**config.mk**
```make
export PLATFORM = sky130hd
export DESIGN_NAME = websocket_frame_receiver
export DESIGN_NICKNAME = d
export VERILOG_FILES = /design/src/rtl/wsfr_pkg.sv /design/src/rtl/wsfr_step.sv /design/src/rtl/websocket_frame_receiver.sv
export SDC_FILE = /design/constraint.sdc
export NUM_CORES = 1
export LEC_CHECK = 0
export BUFFER_PORTS_ARGS = -buffer_cell sky130_fd_sc_hd__buf_4
export CORE_MARGIN = 2
export CORE_UTILIZATION = 45
export CTS_CLUSTER_DIAMETER = 100
export CTS_CLUSTER_SIZE = 12
export DETAILED_ROUTE_END_ITERATION = 16
export SETUP_SLACK_MARGIN = 0.1
export SYNTH_ARGS = -nofsm -noshare
export SYNTH_HDL_FRONTEND = slang
export SYNTH_SLANG_ARGS = --single-unit
```
**constraint.sdc**
```tcl
create_clock -name clock -period 12.89 [get_ports clock]
set_input_delay 2.578 -clock clock [delete_from_list [all_inputs] [get_ports clock]]
set_output_delay 2.578 -clock clock [all_outputs]
set_load 0.01 [all_outputs]
```
**src/rtl/wsfr_pkg.sv**
```systemverilog
// ----------------------------------------------------------------------------
// wsfr_pkg
// Types and constants shared by the frame receiver modules.
// ----------------------------------------------------------------------------
package wsfr_pkg;

   typedef enum logic [2:0] {
      PH_HUNT = 3'd0,
      PH_LEN  = 3'd1,
      PH_EXT  = 3'd2,
      PH_MASK = 3'd3,
      PH_DATA = 3'd4
   } phase_type;

   typedef enum logic [1:0] {
      ERR_NONE      = 2'd0,
      ERR_BAD_START = 2'd1,
      ERR_LEN_WIDE  = 2'd2
   } error_type;

   localparam logic [7:0] START_TEXT   = 8'h81;
   localparam logic [7:0] START_BINARY = 8'h82;
   localparam logic [6:0] LEN_MASK7    = 7'h7f;
   localparam logic [6:0] LEN_EXT16    = 7'd126;
   localparam logic [6:0] LEN_EXT64    = 7'd127;

   localparam logic [3:0] HDR_SHORT = 4'd6;
   localparam logic [3:0] HDR_EXT16 = 4'd8;
   localparam logic [3:0] HDR_EXT64 = 4'd14;

   localparam logic [3:0] EXT16_BYTES = 4'd2;
   localparam logic [3:0] EXT64_BYTES = 4'd8;
   localparam logic [3:0] HIGH_BYTES  = 4'd4;
   localparam logic [3:0] KEY_BYTES   = 4'd4;

   typedef struct packed {
      phase_type   phase;
      logic [3:0]  header_count;
      logic [31:0] length_accum;
      logic        length_high_nonzero;
      logic [31:0] mask_key;
      logic [31:0] payload_left;
      logic [1:0]  key_index;
      logic        binary_flag;
      logic [3:0]  header_size;
   } state_type;

   typedef struct packed {
      logic [7:0]  payload_byte;
      logic        is_last;
      logic        is_binary;
      logic        is_empty;
      error_type   error_code;
      logic [31:0] payload_length;
      logic [3:0]  header_bytes;
   } result_type;

endpackage

```
**src/rtl/wsfr_step.sv**
```systemverilog
// ----------------------------------------------------------------------------
// wsfr_step
// Next-state and result logic for one received byte.
// ----------------------------------------------------------------------------
module wsfr_step (
   input  wsfr_pkg::state_type  cur,
   input  logic [7:0]           in_byte,
   output wsfr_pkg::state_type  nxt,
   output logic                 emit,
   output wsfr_pkg::result_type res
);

   logic [6:0] low7;
   logic [3:0] count_inc;
   logic [3:0] ext_total;
   logic       long_len;
   logic [7:0] key_byte;
   logic [31:0] left_dec;

   assign low7      = in_byte[6:0] & wsfr_pkg::LEN_MASK7;
   assign count_inc = cur.header_count + 4'd1;
   assign long_len  = (cur.header_size == wsfr_pkg::HDR_EXT64);
   assign ext_total = long_len ? wsfr_pkg::EXT64_BYTES : wsfr_pkg::EXT16_BYTES;
   assign left_dec  = cur.payload_left - 32'd1;

   // key byte 0 sits in the top byte of the key
   always_comb begin
      case (cur.key_index)
         2'd0:    key_byte = cur.mask_key[31:24];
         2'd1:    key_byte = cur.mask_key[23:16];
         2'd2:    key_byte = cur.mask_key[15:8];
         default: key_byte = cur.mask_key[7:0];
      endcase
   end

   always_comb begin
      nxt  = cur;
      emit = 1'b0;
      res  = '0;
      unique case (cur.phase)
         wsfr_pkg::PH_HUNT: begin
            if (in_byte == wsfr_pkg::START_TEXT || in_byte == wsfr_pkg::START_BINARY) begin
               nxt.binary_flag         = (in_byte == wsfr_pkg::START_BINARY);
               nxt.length_accum        = '0;
               nxt.length_high_nonzero = 1'b0;
               nxt.header_count        = '0;
               nxt.phase               = wsfr_pkg::PH_LEN;
            end else begin
               emit           = 1'b1;
               res.error_code = wsfr_pkg::ERR_BAD_START;
            end
         end
         wsfr_pkg::PH_LEN: begin
            nxt.header_count = '0;
            if (low7 == wsfr_pkg::LEN_EXT16) begin
               nxt.header_size = wsfr_pkg::HDR_EXT16;
               nxt.phase       = wsfr_pkg::PH_EXT;
            end else if (low7 == wsfr_pkg::LEN_EXT64) begin
               nxt.header_size = wsfr_pkg::HDR_EXT64;
               nxt.phase       = wsfr_pkg::PH_EXT;
            end else begin
               nxt.length_accum = {25'd0, low7};
               nxt.header_size  = wsfr_pkg::HDR_SHORT;
               nxt.phase        = wsfr_pkg::PH_MASK;
            end
         end
         wsfr_pkg::PH_EXT: begin
            // upper half of a 64-bit length is only checked for zero
            if (long_len && cur.header_count < wsfr_pkg::HIGH_BYTES) begin
               if (in_byte != 8'd0) begin
                  nxt.length_high_nonzero = 1'b1;
               end
            end else begin
               nxt.length_accum = {cur.length_accum[23:0], in_byte};
            end
            nxt.header_count = count_inc;
            if (count_inc >= ext_total) begin
               nxt.header_count = '0;
               if (nxt.length_high_nonzero) begin
                  nxt.phase          = wsfr_pkg::PH_HUNT;
                  emit               = 1'b1;
                  res.is_binary      = cur.binary_flag;
                  res.error_code     = wsfr_pkg::ERR_LEN_WIDE;
                  res.payload_length = nxt.length_accum;
                  res.header_bytes   = cur.header_size;
               end else begin
                  nxt.phase = wsfr_pkg::PH_MASK;
               end
            end
         end
         wsfr_pkg::PH_MASK: begin
            nxt.mask_key     = {cur.mask_key[23:0], in_byte};
            nxt.header_count = count_inc;
            if (count_inc >= wsfr_pkg::KEY_BYTES) begin
               nxt.header_count = '0;
               nxt.key_index    = '0;
               nxt.payload_left = cur.length_accum;
               if (cur.length_accum == 32'd0) begin
                  nxt.phase          = wsfr_pkg::PH_HUNT;
                  emit               = 1'b1;
                  res.is_last        = 1'b1;
                  res.is_empty       = 1'b1;
                  res.is_binary      = cur.binary_flag;
                  res.payload_length = cur.length_accum;
                  res.header_bytes   = cur.header_size;
               end else begin
                  nxt.phase = wsfr_pkg::PH_DATA;
               end
            end
         end
         wsfr_pkg::PH_DATA: begin
            nxt.key_index      = cur.key_index + 2'd1;
            nxt.payload_left   = left_dec;
            emit               = 1'b1;
            res.payload_byte   = in_byte ^ key_byte;
            res.is_binary      = cur.binary_flag;
            res.payload_length = cur.length_accum;
            res.header_bytes   = cur.header_size;
            if (left_dec == 32'd0) begin
               res.is_last = 1'b1;
               nxt.phase   = wsfr_pkg::PH_HUNT;
            end
         end
         default: begin
            nxt.phase = wsfr_pkg::PH_HUNT;
         end
      endcase
   end

endmodule

```
**src/rtl/websocket_frame_receiver.sv**
```systemverilog
// ----------------------------------------------------------------------------
// websocket_frame_receiver
// Receive-side WebSocket deframer: header parse, unmasking, one byte a cycle.
// ----------------------------------------------------------------------------
// Takes one stream byte per cycle and gives at most one result per byte, in
// the cycle after the byte is taken. Header bytes update the parse state only;
// payload bytes come out unmasked, and bad start bytes, oversized 64-bit
// lengths and empty frames each give a single result. The parse state and the
// result register are updated together from one pass of logic, so a new byte
// is taken every cycle while the result register is empty or being drained;
// the rate is set by that one output register and the downstream ready.
module websocket_frame_receiver (
   input  logic        clock,
   input  logic        reset,
   input  logic        req_valid,
   output logic        req_ready,
   input  logic [7:0]  req_in_byte,
   output logic        rsp_valid,
   input  logic        rsp_ready,
   output logic [7:0]  rsp_payload_byte,
   output logic        rsp_is_last,
   output logic        rsp_is_binary,
   output logic        rsp_is_empty,
   output logic [1:0]  rsp_error_code,
   output logic [31:0] rsp_payload_length,
   output logic [3:0]  rsp_header_bytes
);

   wsfr_pkg::state_type  state_ff, state_in;
   wsfr_pkg::result_type result_ff, result_in;
   logic                 rsp_valid_ff, rsp_valid_in;
   logic                 step_emit;
   logic                 req_take;

   assign req_ready = !rsp_valid_ff || rsp_ready;
   assign req_take  = req_valid && req_ready;

   wsfr_step u_step (
      .cur     (state_ff),
      .in_byte (req_in_byte),
      .nxt     (state_in),
      .emit    (step_emit),
      .res     (result_in)
   );

   always_comb begin
      rsp_valid_in = rsp_valid_ff;
      if (rsp_valid_ff && rsp_ready) begin
         rsp_valid_in = 1'b0;
      end
      if (req_take && step_emit) begin
         rsp_valid_in = 1'b1;
      end
   end

   always_ff @(posedge clock) begin
      if (reset) begin
         state_ff     <= '0;
         rsp_valid_ff <= 1'b0;
      end else begin
         rsp_valid_ff <= rsp_valid_in;
         if (req_take) begin
            state_ff <= state_in;
         end
      end
   end

   // result payload, no reset needed
   always_ff @(posedge clock) begin
      if (req_take && step_emit) begin
         result_ff <= result_in;
      end
   end

   assign rsp_valid          = rsp_valid_ff;
   assign rsp_payload_byte   = result_ff.payload_byte;
   assign rsp_is_last        = result_ff.is_last;
   assign rsp_is_binary      = result_ff.is_binary;
   assign rsp_is_empty       = result_ff.is_empty;
   assign rsp_error_code     = result_ff.error_code;
   assign rsp_payload_length = result_ff.payload_length;
   assign rsp_header_bytes   = result_ff.header_bytes;

endmodule

```
* Yosys cells after proc, flatten, opt, wreduce, memory -nomap -nowiden
Index checks and enable logic that the tools add are counted.
** Word-level totals
- Memories kept :: 0
- Memory bits (writable) :: 0
- Input bits :: 12
- Latch bits :: 0
- Word-level logic and storage cells :: 113
- Bits in read-only memories :: 0
- Register bits after elaboration :: 161
** Operators by class
- Div/mod/pow operators :: 0
- $add $sub $neg :: 3
- Shift operators :: 0
- Multiplexer cells :: 46
- Eq/ne operators :: 17
- Reductions and logical operators :: 26
- Bitwise gates (word level) :: 1
- Order comparisons :: 3
- Multipliers :: 0
** Operators with widths (count)
- $pmux W36 S3 :: 1
- $mux W32 :: 3
- $pmux W32 S3 :: 1
- $mux W38 :: 2
- $mux W36 :: 2
- $pmux W34 S2 :: 1
- $logic_not A32 Y1 :: 2
- $mux W40 :: 1
- $mux W34 :: 1
- $sub A32 B1 Y32 const B :: 1
- $pmux W8 S3 :: 1
- $eq A8 B8 Y1 const B :: 2
- $mux W1 :: 16
- $pmux W4 S4 :: 1
- $pmux W3 S5 :: 1
- $eq A7 B7 Y1 const B :: 2
- $mux W7 :: 2
- $mux W3 :: 4
- $mux W4 :: 3
- $reduce_and A3 Y1 :: 4
- $reduce_and A5 Y1 :: 2
- $ne A2 B1 Y1 const B :: 4
- $reduce_bool A8 Y1 :: 1
- $xor A8 B8 Y8 :: 1
- 26 further kinds :: 37

* Longest topological paths before layout
- Depth in word-level cells :: 9
- Gate-level depth with buffers :: 11

* By module
A second synthesis with hierarchy kept.
** Second synthesis, totals
- Cell total of the unflattened synthesis :: 1094
- Area total of the unflattened synthesis :: 10126.0 sq um
** Modules (own cells, without submodules)
- websocket_frame_receiver :: cells an instance 561, instances 1, area each 6630.1 sq um
- wsfr_step :: cells an instance 533, instances 1, area each 3495.9 sq um

* Worst setup path after synthesis
No wires, ideal clock.
- Path kind :: input port to flip-flop
- Start point :: input port req_in_byte[0]
- End point :: register result_ff, in the netlist rsp_error_code[0], enable pin
- Stages on the path :: 7
- Data required time :: 12421 ps
- Setup time :: 469 ps
- Setup slack :: 6544 ps
- Path buffers :: 1
- Arrival time :: 5877 ps
- Cells stage by stage :: clkbuf_1 > nor3_1 > nand3_1 > a21oi_1 > nand3b_1 > and2_1 > a21oi_1
** Between the ends
- Word-level cells in the longest chain between the ends :: 8
- Elaborated cells on any way between the ends :: 12
** RTL lines
- from (decl) :: line websocket_frame_receiver.sv:17 : input logic [7:0] req_in_byte,
- $reduce_bool A8 Y1 :: line wsfr_step.sv:70 : if (in_byte != 8'd0) begin
- $mux W1 :: line wsfr_step.sv:70
- $mux W1 :: line wsfr_step.sv:69 : if (long_len && cur.header_count < wsfr_pkg::HIGH_BYTES) begin
- $mux W1 :: line wsfr_step.sv:40 : unique case (cur.phase)
- $mux W1 :: line wsfr_step.sv:79 : if (nxt.length_high_nonzero) begin
- $mux W1 :: line wsfr_step.sv:77 : if (count_inc >= ext_total) begin
- $pmux W1 S4 * :: line wsfr_step.sv:40
- $logic_and A1 B1 Y1 * :: line websocket_frame_receiver.sv:70 : if (req_take && step_emit) begin
- to (signal assigned) :: line websocket_frame_receiver.sv:71 : result_ff <= result_in;
- to (decl) :: line websocket_frame_receiver.sv:30 : wsfr_pkg::result_type result_ff, result_in;
Mark *: on every way between the ends. The rest lies on a longest branch, timed or not. The select of a mux whose other input is x is not followed.
A chain may end at the register's enable or synchronous reset.

* Worst setup path in the final report
- Start point :: input port rsp_ready
- End point :: output port req_ready
** Between the ends
- Word-level cells in the longest chain between the ends :: 1
** RTL lines
- from (decl) :: line websocket_frame_receiver.sv:19 : input logic rsp_ready,
- $logic_or A1 B1 Y1 :: line websocket_frame_receiver.sv:35 : assign req_ready = !rsp_valid_ff || rsp_ready;
- to (decl) :: line websocket_frame_receiver.sv:16 : output logic req_ready,
No other way between the ends.

==> impl_metrics.tcl <==
set metrics [dict create \
    max_freq_mhz 177.6 \
    min_period_ns 5.630 \
    slew_headroom 0.1792 \
    vias_per_cell 5.942 \
    cts-root-buf "clkbuf_16" \
    syn-num-nets 874 \
    critPathKind "in -> out" \
    num_io_pins 63 \
    cts_repair_resize_count 0 \
    skew_ns 0.007450 \
    nNetsFinal 905 \
    synth_edf_count 47 \
    dp.cells 1085 \
    place_ws_ns 7.256 \
    worst_pin_slew_ns 1.230 \
    die_w_microns 132.9 \
    drt-pass1-iter-count 5 \
    drc_errors 0 \
    numClockSinks 157 \
    stdcell_area_sq_um 8710 \
    synthTopCellsByArea "dfxtp_1, edfxtp_1, nand2_1" \
    clk_pin_slew_worst_paths_ns 0.06 \
    fin_cells 1117 \
    end_kind "output port" \
    num_antenna_cells 0 \
    worstPathArrival_ns 3.05 \
    dr_total_vias 6637 \
    drtAntennaViolNets 0 \
    crit_path_start_kind "input pin" \
    yosysSeqAreaShare 0.4831 \
    synth.cell_area_sq_um 7480 \
    critPathRequiredTime_ns 10.31 \
    avgSynthCellArea_sq_um 8.769 \
    grt-ovfl-total 0 \
    die_area_sq_um 17670 \
    grt_use_total 0.2318 \
    p_leak_uw 0.003071 \
    grt_max_degree 109 \
    power_uw 1213 \
    place_congestion 0.8554 \
    grt_setup_unrepaired "no" \
    clkLatencyLatePin_ns 0.43 \
    finalSetupTns_ns 0 \
    fp-row-count 47 \
    synthFlopType "dfxtp_1" \
    port_buffers 61 \
    fp.dieH_microns 132.9 \
    cts_buffers 17 \
    place_area_sq_um 8095 \
    dp.final_hpwl_microns 13380 \
    syn2layout_area_growth_pct 16.44 \
    wl_microns 20110 \
    grt_pass1_vias 6111 \
    synth_cell_types 63 \
    drt_iter0_markers 691 \
    syn_inst 853 \
    crit_path_max_fanout 3 \
    yosysWarnings 0 \
    finalHoldViolations 0 \
    cts_hold_buf 0 \
    synthArstFlopShare 0 \
    grt_pass1_wl_microns 32640 \
    tritoncts "built" \
    post_route_cells_drive_above_1_share 0.1360 \
    slew_violations 0 \
    core_region_area_sq_um 16410 \
    p_per_area_nw_per_um2 139.3 \
    clockBufferDepth 2 \
    status "completed" \
    ir_worst_vdd_uv 95.02 \
    setup_ws_ns 7.260 \
    antenna_found_initial 0 \
    cap_violations 0 \
    initial_core_util 0.4559 \
    setup_viol 0 \
    hp-class "reg -> reg" \
    yosysTopAreaCellShare 0.2944 \
    ys_ff_latch 157 \
    wire_per_inst_microns 18.00 \
    synth_top_area_cell "dfxtp_1" \
    htreeDepth 4 \
    cts_setup_buffers 0 \
    fin_crit_sh 0.4368 \
]
logic make-up after synthesis:
logic type | after synthesis | synth area share
DFF | 157 | 0.4831
other | 1 | 0.0005014
muxes | 1 | 0.001338
and+or+nand+nor | 340 | 0.2116
adders and majority gates | 9 | 0.01506
xor gates and xnor gates | 22 | 0.02576
buffers and inverters | 75 | 0.03998
AOI/OAI and AO/OA | 248 | 0.2227
synth_stat cells, types with 4 or more instances:
cell type	count
a21oi_1	81
nand4_1	14
ha_1	9
edfxtp_1	47
nand2_1	126
nand2b_1	4
o21a_1	4
nand3_1	16
xor2_1	6
nor3_1	17
a22o_1	32
o211ai_1	6
nor2b_1	6
dfxtp_1	110
o21ai_0	36
xnor2_1	16
a222oi_1	8
or4_1	6
nor4_1	18
or3_1	6
inv_1	14
nor2_1	99
a211oi_1	11
o22ai_1	8
clkbuf_1	56
or2_2	4
a22oi_1	38
critical path, cell delays in order:
cell,delay [ns]
buf_4,0.11
nor2b_1,0.14
inv_1,0.08
buf_4,0.14
power by group:
part           switching (uW)  total, uW  internal, uW
registers                11.0        546           535
clock network             206        514           308
logic                    97.2        154          56.5
through the flow:
| stage | util | hold slack (ns) |
|---|---|---|
| 6_report | 0.5308 | 0.4553 |
| 5_1_grt | 0.5308 | 0.4836 |
| 4_1_cts | 0.5308 | 0.4587 |
| 3_5_place_dp | 0.4934 | 0.4502 |
| 3_3_place_gp | 0.4934 | 0.4414 |
| 2_1_floorplan | - | 0.4357 |
final cells by class:
| class | instances | area, sq um |
|---|---|---|
| Timing Repair Buffer | 73 | 548.0 |
| Fill cell | 1492 | 7697 |
| Sequential cell | 157 | 3613 |
| Inverter | 14 | 52.55 |
| Tap cell | 220 | 275.3 |
| Clock inverter | 10 | 95.09 |
| Multi-Input combinational cell | 621 | 3606 |
| Clock buffer | 22 | 519.2 |
registers in the layout, indices dropped and copies added, names as in the netlist:
register and flops:
rsp_payload_length 32, state_ff 109, rsp_error_code 2, rsp_valid 1, rsp_payload_byte 8, rsp_is_last 1, rsp_is_binary 1, rsp_is_empty 1
rsp_header_bytes 2
cell usage in the layout (no fill, tap or decap), types with 16 or more instances in the layout:
cell type / n
o21ai_0: 36
nor3_1: 16
nand3_1: 16
nor4_1: 17
dfxtp_1: 110
a21oi_1: 80
edfxtp_1: 47
a22oi_1: 38
clkbuf_16: 20
a22o_1: 32
nand2_1: 126
xnor2_1: 16
nor2_1: 98
buf_4: 73
worst paths after layout:
kind              slack [ns]                          to                       from  cells past startpoint
hold reg to reg         0.46   state_ff[69]$_SDFFE_PP0P_  state_ff[69]$_SDFFE_PP0P_                      2
hold / removal          0.46   state_ff[69]$_SDFFE_PP0P_  state_ff[69]$_SDFFE_PP0P_                      2
setup reg to reg        9.28  state_ff[110]$_SDFFE_PP0P_   state_ff[7]$_SDFFE_PP0P_                     10
setup / recovery        7.26                   req_ready                  rsp_ready                      4
per-layer routing:
metal,vias to the layer above,track usage,part of all wire
met3,41,0.05326,0.071
met2,249,0.3486,0.44
li1,3184,-,-
met4,0,0.09020,0.027
met5,-,0,0
met1,3163,0.3241,0.46
Note: power is estimated with default switching activity, not from simulation.
